## src/hdl/pfd_pkg.sv

```systemverilog
// Shared types, codes and helper functions for the Playfair decipher block.
`default_nettype none

package pfd_pkg;

    localparam int SIDE    = 5;
    localparam int CELLS   = SIDE * SIDE;
    localparam int LETTERS = 26;

    localparam logic [4:0] IDX_I     = 5'd8;
    localparam logic [4:0] IDX_J     = 5'd9;
    localparam logic [4:0] LAST_CELL = 5'(CELLS - 1);
    localparam logic [4:0] LAST_LTR  = 5'(LETTERS - 1);
    localparam logic [2:0] LAST_RC   = 3'(SIDE - 1);

    localparam logic [7:0] ASCII_UA = 8'h41;
    localparam logic [7:0] ASCII_UZ = 8'h5A;
    localparam logic [7:0] ASCII_LA = 8'h61;
    localparam logic [7:0] ASCII_LZ = 8'h7A;
    localparam logic [7:0] CASE_GAP = 8'h20;

    typedef enum logic [1:0] {
        ACT_CLEAR   = 2'd0,
        ACT_KEY     = 2'd1,
        ACT_END_KEY = 2'd2,
        ACT_DECRYPT = 2'd3
    } action_t;

    typedef enum logic [1:0] {
        STAT_OK        = 2'd0,
        STAT_NOT_ALPHA = 2'd1,
        STAT_NOT_READY = 2'd2
    } status_t;

    typedef enum logic [2:0] {
        ST_IDLE,
        ST_FILL,
        ST_SCAN,
        ST_READ1,
        ST_READ2,
        ST_DONE
    } state_t;

    typedef struct packed {
        logic       ok;
        logic [4:0] idx;
    } letter_t;

    // Upper-case the byte, reject non-letters and fold J onto I.
    function automatic letter_t letter_index(input logic [7:0] b);
        letter_t    res;
        logic [7:0] v;
        v = b;
        if (v >= ASCII_LA && v <= ASCII_LZ)
        begin
            v = v - CASE_GAP;
        end
        res.ok  = (v >= ASCII_UA) && (v <= ASCII_UZ);
        res.idx = 5'(v - ASCII_UA);
        if (res.idx == IDX_J)
        begin
            res.idx = IDX_I;
        end
        return res;
    endfunction

    // Linear cell address of a row and column.
    function automatic logic [4:0] cell_addr(input logic [2:0] row, input logic [2:0] col);
        return 5'({2'b00, row} * 5'(SIDE)) + {2'b00, col};
    endfunction

endpackage

`default_nettype wire

```

## src/hdl/playfair_decipher.sv

```systemverilog
// Top level of the Playfair decipher block: key square store, sequencer and result register.
`default_nettype none

// Playfair decipher with a 5x5 key square held in a 25-entry memory that has one
// registered read port and one write port. Every input transfer is one command:
// clear the square, add a key byte, end the key, or decrypt one digraph. Clear and
// key-byte commands finish in the cycle of their transfer. End of key walks the 26
// letters one per cycle and appends each unused one (J skipped). A decrypt command
// scans the square through the single read port to find both letters, then reads
// the two output letters one after the other; a digraph rejected for an unfinished
// square or a non-letter byte skips the scan and the reads. The input side stalls
// while a command is in progress. Each decrypt gives one result transfer, held in
// an output register; the block may take further commands while that result waits,
// and only stalls when a second result is ready before the first has been taken. A
// result carries zeros in both letters whenever its status is not OK.
module playfair_decipher (
    input  wire logic       clk,
    input  wire logic       rst_n,
    input  wire logic       in_valid,
    output logic            in_stall,
    input  wire logic [1:0] action,
    input  wire logic [7:0] key_byte,
    input  wire logic [7:0] cipher_first,
    input  wire logic [7:0] cipher_second,
    output logic            out_valid,
    input  wire logic       out_stall,
    output logic [7:0]      plain_first,
    output logic [7:0]      plain_second,
    output logic [1:0]      status
);
    import pfd_pkg::*;

    // Key square memory and its ports.
    logic [4:0] sq_mem [CELLS];
    logic       sq_we;
    logic [4:0] sq_waddr;
    logic [4:0] sq_wdata;
    logic [4:0] sq_raddr;
    logic [4:0] sq_rdata_reg;

    // Control state.
    state_t           state_reg, state_next;
    logic [LETTERS-1:0] used_reg, used_next;
    logic [4:0]       fill_reg, fill_next;
    logic             ready_reg, ready_next;
    logic [4:0]       k_reg, k_next;

    // Scan bookkeeping: the address issued and the cell whose data is now in sq_rdata_reg.
    logic [2:0] srow_reg, srow_next;
    logic [2:0] scol_reg, scol_next;
    logic [2:0] drow_reg, drow_next;
    logic [2:0] dcol_reg, dcol_next;
    logic       dvalid_reg, dvalid_next;
    logic       issued_all_reg, issued_all_next;

    // Digraph being decrypted and the positions found for it.
    logic [4:0] a_reg, a_next;
    logic [4:0] b_reg, b_next;
    logic [2:0] r1_reg, r1_next;
    logic [2:0] c1_reg, c1_next;
    logic [2:0] r2_reg, r2_next;
    logic [2:0] c2_reg, c2_next;
    logic [4:0] p1_reg, p1_next;
    status_t    res_status_reg, res_status_next;

    // Output register.
    logic       out_valid_reg, out_valid_next;
    logic [7:0] pf_reg, pf_next;
    logic [7:0] ps_reg, ps_next;
    status_t    st_reg, st_next;

    logic       in_xfer;
    letter_t    key_l;
    letter_t    c1_l;
    letter_t    c2_l;
    logic [2:0] o1_row, o1_col, o2_row, o2_col;
    logic [4:0] o1_addr, o2_addr;

    assign in_stall     = (state_reg != ST_IDLE);
    assign in_xfer      = in_valid && !in_stall;
    assign out_valid    = out_valid_reg;
    assign plain_first  = pf_reg;
    assign plain_second = ps_reg;
    assign status       = st_reg;

    assign key_l = letter_index(key_byte);
    assign c1_l  = letter_index(cipher_first);
    assign c2_l  = letter_index(cipher_second);

    // Output cells: same row shifts left, same column shifts up, else swap the columns.
    always_comb
    begin
        if (r1_reg == r2_reg)
        begin
            o1_row = r1_reg;
            o2_row = r2_reg;
            o1_col = (c1_reg == 3'd0) ? LAST_RC : c1_reg - 3'd1;
            o2_col = (c2_reg == 3'd0) ? LAST_RC : c2_reg - 3'd1;
        end
        else if (c1_reg == c2_reg)
        begin
            o1_row = (r1_reg == 3'd0) ? LAST_RC : r1_reg - 3'd1;
            o2_row = (r2_reg == 3'd0) ? LAST_RC : r2_reg - 3'd1;
            o1_col = c1_reg;
            o2_col = c2_reg;
        end
        else
        begin
            o1_row = r1_reg;
            o2_row = r2_reg;
            o1_col = c2_reg;
            o2_col = c1_reg;
        end
        o1_addr = cell_addr(o1_row, o1_col);
        o2_addr = cell_addr(o2_row, o2_col);
    end

    always_comb
    begin
        state_next      = state_reg;
        used_next       = used_reg;
        fill_next       = fill_reg;
        ready_next      = ready_reg;
        k_next          = k_reg;
        srow_next       = srow_reg;
        scol_next       = scol_reg;
        drow_next       = drow_reg;
        dcol_next       = dcol_reg;
        dvalid_next     = 1'b0;
        issued_all_next = issued_all_reg;
        a_next          = a_reg;
        b_next          = b_reg;
        r1_next         = r1_reg;
        c1_next         = c1_reg;
        r2_next         = r2_reg;
        c2_next         = c2_reg;
        p1_next         = p1_reg;
        res_status_next = res_status_reg;
        out_valid_next  = out_valid_reg && out_stall;
        pf_next         = pf_reg;
        ps_next         = ps_reg;
        st_next         = st_reg;
        sq_we           = 1'b0;
        sq_waddr        = fill_reg;
        sq_wdata        = k_reg;
        sq_raddr        = cell_addr(srow_reg, scol_reg);

        case (state_reg)
            ST_IDLE:
            begin
                if (in_xfer)
                begin
                    case (action_t'(action))
                        ACT_CLEAR:
                        begin
                            used_next  = '0;
                            fill_next  = '0;
                            ready_next = 1'b0;
                        end
                        ACT_KEY:
                        begin
                            if (!ready_reg && key_l.ok && !used_reg[key_l.idx])
                            begin
                                used_next[key_l.idx] = 1'b1;
                                if (fill_reg <= LAST_CELL)
                                begin
                                    sq_we     = 1'b1;
                                    sq_wdata  = key_l.idx;
                                    fill_next = fill_reg + 5'd1;
                                end
                            end
                        end
                        ACT_END_KEY:
                        begin
                            if (!ready_reg)
                            begin
                                k_next     = '0;
                                state_next = ST_FILL;
                            end
                        end
                        ACT_DECRYPT:
                        begin
                            a_next = c1_l.idx;
                            b_next = c2_l.idx;
                            if (!ready_reg)
                            begin
                                res_status_next = STAT_NOT_READY;
                                state_next      = ST_DONE;
                            end
                            else if (!c1_l.ok || !c2_l.ok)
                            begin
                                res_status_next = STAT_NOT_ALPHA;
                                state_next      = ST_DONE;
                            end
                            else
                            begin
                                res_status_next = STAT_OK;
                                srow_next       = '0;
                                scol_next       = '0;
                                issued_all_next = 1'b0;
                                state_next      = ST_SCAN;
                            end
                        end
                        default:
                        begin
                        end
                    endcase
                end
            end

            ST_FILL:
            begin
                if (k_reg != IDX_J && !used_reg[k_reg])
                begin
                    used_next[k_reg] = 1'b1;
                    if (fill_reg <= LAST_CELL)
                    begin
                        sq_we     = 1'b1;
                        fill_next = fill_reg + 5'd1;
                    end
                end
                k_next = k_reg + 5'd1;
                if (k_reg == LAST_LTR)
                begin
                    ready_next = 1'b1;
                    state_next = ST_IDLE;
                end
            end

            ST_SCAN:
            begin
                // Issue one address per cycle; the data of the previous one is compared now.
                if (!issued_all_reg)
                begin
                    dvalid_next = 1'b1;
                    drow_next   = srow_reg;
                    dcol_next   = scol_reg;
                    if (scol_reg == LAST_RC)
                    begin
                        scol_next = '0;
                        if (srow_reg == LAST_RC)
                        begin
                            issued_all_next = 1'b1;
                        end
                        else
                        begin
                            srow_next = srow_reg + 3'd1;
                        end
                    end
                    else
                    begin
                        scol_next = scol_reg + 3'd1;
                    end
                end
                if (dvalid_reg)
                begin
                    if (sq_rdata_reg == a_reg)
                    begin
                        r1_next = drow_reg;
                        c1_next = dcol_reg;
                    end
                    if (sq_rdata_reg == b_reg)
                    begin
                        r2_next = drow_reg;
                        c2_next = dcol_reg;
                    end
                    if (drow_reg == LAST_RC && dcol_reg == LAST_RC)
                    begin
                        state_next = ST_READ1;
                    end
                end
            end

            ST_READ1:
            begin
                sq_raddr   = o1_addr;
                state_next = ST_READ2;
            end

            ST_READ2:
            begin
                sq_raddr   = o2_addr;
                p1_next    = sq_rdata_reg;
                state_next = ST_DONE;
            end

            ST_DONE:
            begin
                // Hold the second output cell on the read port until the result is loaded.
                sq_raddr = o2_addr;
                if (!out_valid_reg || !out_stall)
                begin
                    out_valid_next = 1'b1;
                    st_next        = res_status_reg;
                    if (res_status_reg == STAT_OK)
                    begin
                        pf_next = ASCII_UA + {3'b000, p1_reg};
                        ps_next = ASCII_UA + {3'b000, sq_rdata_reg};
                    end
                    else
                    begin
                        pf_next = '0;
                        ps_next = '0;
                    end
                    state_next = ST_IDLE;
                end
            end

            default:
            begin
                state_next = ST_IDLE;
            end
        endcase
    end

    always_ff @(posedge clk)
    begin
        if (sq_we)
        begin
            sq_mem[sq_waddr] <= sq_wdata;
        end
        sq_rdata_reg <= sq_mem[sq_raddr];
    end

    always_ff @(posedge clk or negedge rst_n)
    begin
        if (!rst_n)
        begin
            state_reg      <= ST_IDLE;
            used_reg       <= '0;
            fill_reg       <= '0;
            ready_reg      <= 1'b0;
            dvalid_reg     <= 1'b0;
            issued_all_reg <= 1'b0;
            out_valid_reg  <= 1'b0;
        end
        else
        begin
            state_reg      <= state_next;
            used_reg       <= used_next;
            fill_reg       <= fill_next;
            ready_reg      <= ready_next;
            dvalid_reg     <= dvalid_next;
            issued_all_reg <= issued_all_next;
            out_valid_reg  <= out_valid_next;
        end
    end

    always_ff @(posedge clk)
    begin
        k_reg          <= k_next;
        srow_reg       <= srow_next;
        scol_reg       <= scol_next;
        drow_reg       <= drow_next;
        dcol_reg       <= dcol_next;
        a_reg          <= a_next;
        b_reg          <= b_next;
        r1_reg         <= r1_next;
        c1_reg         <= c1_next;
        r2_reg         <= r2_next;
        c2_reg         <= c2_next;
        p1_reg         <= p1_next;
        res_status_reg <= res_status_next;
        pf_reg         <= pf_next;
        ps_reg         <= ps_next;
        st_reg         <= st_next;
    end

endmodule

`default_nettype wire

```

## config.mk

```make
export PLATFORM = sky130hd
export DESIGN_NAME = playfair_decipher
export DESIGN_NICKNAME = d
export VERILOG_FILES = /design/src/hdl/pfd_pkg.sv /design/src/hdl/playfair_decipher.sv
export SDC_FILE = /design/constraint.sdc
export NUM_CORES = 1
export LEC_CHECK = 0
export BUFFER_PORTS_ARGS = -buffer_cell sky130_fd_sc_hd__buf_2
export CAP_MARGIN = 15
export CORE_UTILIZATION = 40
export DETAILED_ROUTE_END_ITERATION = 8
export GPL_ROUTABILITY_DRIVEN = 0
export PLACE_DENSITY = 0.55
export SLEW_MARGIN = 20
export SYNTH_ARGS = -nofsm -noshare
export SYNTH_HDL_FRONTEND = slang
export SYNTH_SLANG_ARGS = --single-unit
```

## constraint.sdc

```tcl
create_clock -name clk -period 3.9 [get_ports clk]
set_input_delay 0.39 -clock clk [delete_from_list [all_inputs] [get_ports clk]]
set_output_delay 0.39 -clock clk [all_outputs]
set_load 0.05 [all_outputs]
```

* Yosys cells after proc, flatten, opt, wreduce, memory -nomap -nowiden
Memories as Yosys holds them, arrays and structs flattened. A register that Yosys moved wholly into a read port is not among the register bits.
Cells that the tools add are included.
** Operators by class
- Reductions and logical operators :: 47
- Mux-type cells :: 91
- $mul :: 3
- $add $sub $neg :: 19
- Order comparisons :: 17
- Equality and inequality tests :: 40
- Bitwise logic cells :: 3
** Operators by type and width (number)
- case mux 26 bit (2 select lines) :: 2
- two-way mux 3 bit :: 29
- two-way mux 26 bit :: 3
- two-way mux 5 bit :: 13
- OR 26 bit :: 2
- greater-or-equal comparator 8 x 7 -> 1 bit, second input constant :: 6
- less-or-equal comparator 8 x 7 -> 1 bit, second input constant :: 6
- case mux 5 bit (2 select lines) :: 4
- two-way mux 1 bit :: 26
- two-way mux 8 bit :: 3
- != test 2 bit, second input constant :: 12
- subtractor 8 x 6 -> 8 bit, second input constant :: 3
- == test 3 bit, second input constant :: 6
- case mux 3 bit (2 select lines) :: 3
- case mux 3 bit (6 select lines) :: 1
- adder 7 x 5 -> 8 bit, first input constant :: 2
- adder 5 x 3 -> 5 bit :: 3
- == test 5 x 4 -> 1 bit, second input constant :: 3
- logical NOT 3 bit :: 5
- multiplier 3 x 3 -> 5 bit, second input constant :: 3
- subtractor 5 x 1 -> 5 bit, second input constant :: 3
- logical AND 1 bit :: 14
- < comparator 5 x 6 -> 1 bit, second input constant :: 2
- subtractor 3 x 1 -> 3 bit, second input constant :: 4
- other kinds (32) :: 62
** Storage, ports and cells
- Memories kept :: 1
- Bits of input ports :: 30
- Output and inout bits :: 20
- Register bits after elaboration :: 102
- Bits in writable memories :: 125
** Memory list
- sq_mem :: words 25, bits a word 5, rd ports 1, clocked after memory_dff 1, write ports 1, RTL line playfair_decipher.sv:34 : logic [4:0] sq_mem [CELLS];

* Longest topological paths before layout
Gate-level depths: netlist (run 1).
- Depth after elaboration :: 16
- Mapped depth :: 17
- Gate-level depth less buffers :: 16

* Worst setup path after synthesis (run 1)
OpenSTA, ideal clock, no wires.
- Path kind :: input -> register
- From :: in key_byte[0]
- To :: mem sq_mem[0][3] (data pin)
- Setup slack :: -0.468 ns
- Library setup time :: 0.346 ns
- Arrival :: 4.022 ns
- Buffers on the path :: 4
- Data required time :: 3.554 ns
- Stages on the path :: 12
- Cell sequence :: buf_2 -> buf_1 -> inv_1 -> ha_1 -> buf_2 -> buf_1 -> mux2i_1 -> o21ai_0 -> a2111oi_0 -> nand3_1 -> nor4_4 -> mux2i_1
** On the way
- Longest elaborated chain between the ends :: 14
- Elaborated cells between the ends (all ways) :: 21
** RTL lines
- start: declaration :: RTL line playfair_decipher.sv:22 : input wire logic [7:0] key_byte,
- greater-or-equal comparator 8 x 7 -> 1 bit / less-or-equal comparator 8 x 7 -> 1 bit (equally long branches) :: RTL line pfd_pkg.sv:54 : if (v >= ASCII_LA && v <= ASCII_LZ)
- logical AND 1 bit :: RTL line pfd_pkg.sv:54
- two-way mux 8 bit * :: RTL line pfd_pkg.sv:54
- subtractor 5 x 1 -> 5 bit :: RTL line pfd_pkg.sv:59 : res.idx = 5'(v - ASCII_UA);
- == test 5 x 4 -> 1 bit :: RTL line pfd_pkg.sv:60 : if (res.idx == IDX_J)
- two-way mux 5 bit :: RTL line pfd_pkg.sv:60
- binary-select mux 1 bit (select 5 bit) :: RTL line playfair_decipher.sv:162 : if (!ready_reg && key_l.ok && !used_reg[key_l.idx])
- two-way mux 1 bit (not written as such) :: RTL line playfair_decipher.sv:162
- logical NOT 1 bit :: RTL line playfair_decipher.sv:162
- logical AND 1 bit :: RTL line playfair_decipher.sv:162
- two-way mux 5 bit * :: RTL line playfair_decipher.sv:162
- two-way mux 5 bit * :: RTL line playfair_decipher.sv:153 : case (action_t'(action))
- two-way mux 5 bit * :: RTL line playfair_decipher.sv:151 : if (in_xfer)
- two-way mux 5 bit * :: RTL line playfair_decipher.sv:148 : case (state_reg)
- net sq_wdata[3] :: RTL line playfair_decipher.sv:37 : logic [4:0] sq_wdata;
- end: declaration :: RTL line playfair_decipher.sv:34
The timed path passes the listed nets; every way through them passes the cells marked *. The select of a mux whose other input is x is not followed.

* Worst setup path after layout (run 1)
- From :: reg r2_reg[0]
- To :: reg sq_rdata_reg[4], read port of sq_mem
** On the way
- Longest elaborated chain between the ends :: 7
- Elaborated cells between the ends (all ways) :: 14
** RTL lines
- start: declaration :: RTL line playfair_decipher.sv:61 : logic [2:0] r2_reg, r2_next;
- start signal: assignment :: RTL line playfair_decipher.sv:360 : r2_reg <= r2_next;
- subtractor 3 x 1 -> 3 bit / logical NOT 3 bit (equally long branches) :: RTL line playfair_decipher.sv:103 : o2_row = (r2_reg == 3'd0) ? LAST_RC : r2_reg - 3'd1;
- two-way mux 3 bit :: RTL line playfair_decipher.sv:103
- two-way mux 3 bit :: RTL line playfair_decipher.sv:100 : else if (c1_reg == c2_reg)
- two-way mux 3 bit :: RTL line playfair_decipher.sv:93 : if (r1_reg == r2_reg)
- multiplier 3 x 3 -> 5 bit :: RTL line pfd_pkg.sv:69 : return 5'({2'b00, row} * 5'(SIDE)) + {2'b00, col};
- adder 5 x 3 -> 5 bit :: RTL line pfd_pkg.sv:69
- case mux 5 bit (2 select lines) * :: RTL line playfair_decipher.sv:148
- end: declaration :: RTL line playfair_decipher.sv:39 : logic [4:0] sq_rdata_reg;
Mark *: on every way between the ends. The rest lies on a longest branch, timed or not.
A chain may end at the register's enable or synchronous reset.

==> results of run 1 <==
[path summary, 6_finish.rpt]
check | from | endpoint
min reg2reg | res_status_reg[0] | status[0]
min in group clk | out_stall | out_valid
max | r2_reg[0] | sq_rdata_reg[4]
max in group asynchronous | rst_n | used_reg[18]
max reg2reg | r2_reg[0] | sq_rdata_reg[4]
min | rst_n | used_reg[3]
[cells in the mapped netlist (5+ instances only)]
| master | n |
|---|---|
| nand3b_1 | 6 |
| and3_1 | 7 |
| nand3_1 | 36 |
| buf_1 | 6 |
| o21ai_1 | 5 |
| xnor2_1 | 21 |
| o211ai_1 | 6 |
| xor2_1 | 21 |
| nor3_1 | 15 |
| nor2_1 | 127 |
| nor3b_1 | 6 |
| a21oi_1 | 37 |
| nor2b_1 | 6 |
| mux2_2 | 28 |
| nand2_1 | 64 |
| a31oi_1 | 34 |
| o21ai_0 | 19 |
| nand2b_1 | 7 |
| mux2i_1 | 98 |
| inv_1 | 40 |
| and2_1 | 11 |
| o31ai_1 | 5 |
| dfrtp_1 | 38 |
| mux4_2 | 7 |
| ha_1 | 56 |
| dfxtp_1 | 5 |
| a211o_1 | 8 |
| buf_2 | 10 |
| clkbuf_1 | 35 |
| nor4_1 | 5 |
| a32o_1 | 5 |
| edfxtp_1 | 186 |
[layout make-up]
class                           instances  area share, %
Timing Repair Buffer                  129          6.976
Tap cell                              390          3.314
Inverter                               40          1.020
Multi-Input combinational cell        708          37.67
Sequential cell                       229          45.07
Clock buffer                           28          4.469
Clock inverter                         20          1.487
[per-stage QoR]
stage | cells | setup slack [ns] | instance area, µm² | TNS (ns) | power, W
2_1_floorplan | 1034 | -0.02390 | 12340 | -2.204 | 0.005178
3_3_place_gp | 1486 | 0.003082 | 13460 | 0 | 0.006046
3_5_place_dp | 1486 | -0.1112 | 13460 | -0.3582 | 0.006079
4_1_cts | 1536 | 0.01055 | 14380 | 0 | 0.008605
5_1_grt | 1544 | -0.09385 | 14730 | -0.3595 | 0.009040
6_report | 1544 | 0.07593 | 14730 | 0 | 0.008613
[cell families (layout without fill, tap and decap cells)]
logic type | count (synthesis) | count (layout) | share of synthesized area (%)
buffers and inverters | 97 | 217 | 3.365
and+or+nand+nor | 314 | 314 | 12.23
DFF | 229 | 229 | 54.42
AOI/OAI and AO/OA | 158 | 158 | 8.773
xor gates and xnor gates | 42 | 42 | 3.017
other | 1 | 2 | 0.03075
adders and majority gates | 59 | 59 | 6.238
muxes | 133 | 133 | 11.92
[layer usage]
metal	track usage, %	up-vias	wire [µm]
met1	25.84	4118	13310
met4	4.310	0	458
li1	-	4016	-
met5	0	-	0
met3	2.821	38	1536
met2	31.23	193	14050
[layout by cell type (no fill, tap or decap), types with 6 or more instances in the layout]
cell type	count
a211o_1	8
a21oi_1	33
a31oi_1	34
and2_1	11
and3_1	7
buf_12	7
buf_2	47
buf_4	67
clkbuf_16	30
clkinv_1	7
dfrtp_1	38
edfxtp_1	186
ha_1	47
ha_4	8
inv_1	37
mux2_2	22
mux2_4	6
mux2i_1	81
mux2i_2	13
mux4_2	7
nand2_1	64
nand2b_1	7
nand3_1	36
nand3b_1	6
nor2_1	100
nor2_2	27
nor2b_1	6
nor3_1	12
nor3b_1	6
o211ai_1	6
o21ai_0	16
xnor2_1	21
xor2_1	21
[repair_timing]
| item | CTS | global route |
|---|---|---|
| pin swaps | 2 | 15 |
| setup buffers | 2 | 5 |
| setup endpoints to repair | 5 | 5 |
| gates resized for setup | 4 | 44 |
| endpoints found under the hold margin | 0 | 0 |
| hold buffers | 0 | 0 |
| cloned | 0 | 4 |
[where the power goes]
group / internal, W / total (W) / switching (W)
Combinational: 0.000976 / 0.00257 / 0.00159
Clock: 0.00149 / 0.00250 / 0.00101
Sequential: 0.00319 / 0.00355 / 0.000354
Total: 0.00566 / 0.00861 / 0.00295
==> impl_metrics.py, run 1 <==
metrics = {
    "placement": {
        "io_buffers": 47,
        "dp_hpwl_um": 20360,
    },
    "setup_path": {
        "cp_top_family": "multiplexers",
        "crit_path_start_kind": "flip-flop",
        "cp_num_cells": 17,
        "path_cells": "xor2_1, nor3_2, nor4_4, buf_6, mux2_2, inv_2, ha_4, ha_4, fa_1, xnor2_1, nor3_1, nor3_2, buf_4, buf_12, mux2i_2, mux2i_1, mux2_2",
        "critical_path_class": "reg -> reg",
        "crit_slowest_cell": "fa_1",
        "r2r_setup_slack_ns": 0.08,
        "arrival_ns": 4.25,
        "cpPeakStageDelay_ns": 0.43,
        "worst_setup_path_end_kind": "flip-flop",
        "crit_path_max_fanout": 7,
        "required_ns": 4.32,
        "crit_buf_inv": 4,
        "r2r_cells": 17,
    },
    "logic_synthesis": {
        "synthesis.area_um2": 12190,
        "synth_cell_types": 68,
        "synthFlopType": "edfxtp_1",
        "synth_top_area_cell": "edfxtp_1",
        "yosysSeqAreaShare_pct": 54.42,
        "ys_ff_latch": 229,
        "synth_top_area_share_pct": 45.80,
        "ys_async_sr_fraction_pct": 16.59,
        "synth-edff-count": 186,
        "synth_warnings": 0,
        "synth_area_per_cell_um2": 11.80,
        "synth_area_leaders": "edfxtp_1 (46%), mux2i_1 (8.0%), dfrtp_1 (7.8%), ha_1 (5.7%), nor2_1 (3.9%)",
        "syn-instance-count": 1033,
    },
    "clock_network": {
        "numCtsBuffers": 26,
        "clockRootBuffer": "clkbuf_16",
        "cts_tree": "done",
        "clk_path_buf_depth": 3,
        "clk_latency_ns": 0.54,
        "htreeDepth": 1,
        "cts_num_sinks": 229,
        "cts.clk_slew.worst_paths_ns": 0.06,
    },
    "grt": {
        "antenna_found_initial": 0,
        "grt_pass1_wl_um": 45580,
        "grt_max_degree": 39,
        "gr-usage-all-layers_pct": 18.81,
        "grt_pass1_vias": 8124,
        "gr-total-overflow": 0,
    },
    "timing": {
        "setup_violations": 0,
        "worstMarginPinSlew_ns": 0.9109,
        "hold_ws_ns": -0.01785,
        "rsz0062_at_grt": "true",
        "timing.fmax_mhz": 261.5,
        "slew_headroom_pct": 39.28,
        "clock_skew_ns": 0.01277,
        "hold_viol": 30,
        "fin_crit_ns": 3.824,
        "fin_crit_sh_pct": 98.05,
        "final-max-slew-violation-count": 0,
    },
    "detailed_routing": {
        "drtPass1Iterations": 5,
        "routed_via_density": 5.418,
        "wl_per_cell_um": 19.01,
        "num_vias": 8365,
        "drc": 0,
        "routed_wl_um": 29360,
        "ant_nets": 0,
        "drtIter0Drc": 533,
    },
    "die": {
        "dieArea_um2": 31190,
        "fp.dieW_um": 176.6,
        "io_pins": 50,
        "core-area_um2": 29800,
        "num_rows": 63,
        "initial_core_util_pct": 40.93,
        "die_y_um": 176.6,
    },
    "layout": {
        "layout.nets": 1223,
        "multi_input_area_um2": 5547,
        "area_growth_pct": 20.76,
        "final_util_pct": 49.42,
        "seqCellArea_um2": 6636,
        "largest_reg_flops": 125,
        "n_antenna_cell": 0,
        "layout-drive-gt1-share_pct": 24.61,
        "fill_cells": 2673,
    },
    "power_and_ir_drop": {
        "powerDensity_nw_per_um2": 584.9,
        "ir_drop_uv": 333.9,
        "p_leak_nw": 5.669,
    },
    "run_status": {
        "outcome": "finished with violations",
        "violations": "negative hold slack",
    },
    "flow_run": {
        "drv_cap": 0,
    },
    "hold_path": {
        "hp-class": "in -> async",
    },
}
Power figures use the tool's default switching activity.
==> run 2, diff against run 1 <==
==> constraint.sdc (replaced) <==
create_clock -name clk -period 3.9 [get_ports clk]
set_input_delay 1.17 -clock clk [delete_from_list [all_inputs] [get_ports clk]]
set_output_delay 1.17 -clock clk [all_outputs]
set_load 0.05 [all_outputs]
==> impl_metrics.py, run 2 (synthesis results as in run 1) <==
metrics = {
    "timing": {
        "hold_viol": 0,
        "setup_violations": 0,
        "slew_headroom_pct": 40.41,
        "fin_crit_ns": 3.780,
        "fin_ws_ns": 0.1201,
        "timing.fmax_mhz": 264.6,
        "rsz0062_at_grt": "true",
        "final-max-slew-violation-count": 0,
        "fin_crit_sh_pct": 96.92,
        "worstMarginPinSlew_ns": 0.8905,
        "clock_skew_ns": 0.01979,
        "hold_ws_ns": 0.4686,
    },
    "setup_path": {
        "required_ns": 4.29,
        "arrival_ns": 4.17,
        "worst_setup_path_end_kind": "flip-flop",
        "critical_path_class": "reg -> reg",
        "crit_path_max_fanout": 6,
        "crit_path_start_kind": "flip-flop",
    },
    "layout": {
        "fill_cells": 2662,
        "final_common_cell": "edfxtp_1",
        "layout-drive-gt1-share_pct": 25.92,
        "most-common-layout-cells": "edfxtp_1 (186), nor2_1 (101), mux2i_1 (92), buf_4 (91), nand2_1 (64)",
        "layout.nets": 1246,
        "largest_reg_flops": 125,
        "n_antenna_cell": 0,
        "area_growth_pct": 23.95,
    },
    "run_status": {
        "outcome": "complete, no violations",
    },
    "die": {
        "die_y_um": 176.6,
        "fp.dieW_um": 176.6,
        "dieArea_um2": 31190,
        "io_pins": 50,
        "num_rows": 63,
        "initial_core_util_pct": 40.93,
        "core-area_um2": 29800,
    },
    "grt": {
        "antenna_found_initial": 0,
        "grt_pass1_wl_um": 45670,
        "grt_pass1_vias": 8355,
        "grt_max_degree": 39,
        "gr-usage-all-layers_pct": 18.74,
        "gr-total-overflow": 0,
    },
    "clock_network": {
        "htreeDepth": 1,
        "cts_num_sinks": 229,
        "cts.clk_slew.worst_paths_ns": 0.06,
        "clk_path_buf_depth": 3,
        "numCtsBuffers": 25,
        "clockRootBuffer": "clkbuf_16",
        "cts_tree": "done",
        "clk_latency_ns": 0.52,
        "ctsHoldBuffers": 0,
    },
    "detailed_routing": {
        "drtPass1Iterations": 7,
        "drc": 0,
        "ant_nets": 0,
        "routed_wl_um": 29260,
        "wl_per_cell_um": 18.72,
        "routed_via_density": 5.354,
        "num_vias": 8369,
        "drtIter0Drc": 449,
    },
    "power_and_ir_drop": {
        "ir_drop_uv": 542.1,
        "powerDensity_nw_per_um2": 579.2,
        "power_w": 0.008755,
        "p_leak_nw": 5.810,
    },
    "placement": {
        "dp_hpwl_um": 20480,
        "io_buffers": 47,
        "dp_slack_ns": -0.3039,
    },
    "hold_path": {
        "hp-class": "reg -> reg",
    },
    "flow_run": {
        "drv_cap": 0,
    },
}
-- run 2: timing repair --
item                                    4_1_cts  5_1_grt
endpoints found under the hold margin         0        0
setup buffers                                 1        6
endpoints found under the setup margin        5       10
cloned                                        0        1
resized for setup                            10       38
pin swaps                                     5       22
-- run 2: worst max-delay path, stage by stage (launching register included) --
cell and delay (ns):
edfxtp_1 0.41, xor2_1 0.20, nor3_2 0.08, nor4_4 0.22, buf_6 0.17, mux2_4 0.31, inv_2 0.07, ha_4 0.20
ha_4 0.22, buf_4 0.14, ha_4 0.22, a21o_1 0.18, a21oi_2 0.14, xnor2_1 0.15, xnor2_1 0.19, o21ai_1 0.11
o21ai_1 0.15, buf_4 0.19, mux2_4 0.31
-- run 2: report_power, final --
part           total, W  switching (W)  internal, W
Combinational   0.00272        0.00166      0.00105
Sequential      0.00356       0.000372      0.00319
Clock           0.00248       0.000912      0.00157
-- run 2: per-stage QoR --
stage	cells	instance area (µm²)	utilization, %	setup TNS [ns]
CTS	1557	14810	49.71	0
global route	1563	15110	50.73	-0.3159
finish	1563	15110	50.73	0
detailed placement	1513	13880	46.60	-50.42
floorplan	1034	12530	-	-130.50
global placement	1513	13880	46.60	-45.95
-- run 2: cell type report --
class,instances,area (µm²),share of cell area [%]
clock buffer,31,648.1,4.288
clock inverter,12,207.7,1.374
inverter,40,155.1,1.026
multi-input combinational,708,5759,38.10
sequential,229,6636,43.91
tap,390,488.0,3.228
timing repair buffer,153,1220,8.071
-- run 2: path summary, 6_finish.rpt --
check	from	end	slack (ns)	depth (start not counted)
setup / recovery	r1_reg[2]	sq_rdata_reg[0]	0.12	18
hold / removal	res_status_reg[0]	status[0]	0.47	0
setup reg to reg	r1_reg[2]	sq_rdata_reg[0]	0.12	18
hold reg to reg	res_status_reg[0]	status[0]	0.47	0
max in group asynchronous	rst_n	fill_reg[2]	2.55	1
min in group asynchronous	rst_n	used_reg[9]	0.79	1
-- run 2: per-layer routing --
metal  wire length, µm  vias to the layer above  track usage, %  part of all wire (%)
met2             14410                      149           31.62                    49
met4               794                        0           5.927                   2.7
met5                 0                        -               0                     0
met1             13240                     4097           25.26                    45
met3               824                       53           1.960                   2.8
li1                  -                     4070               -                     -
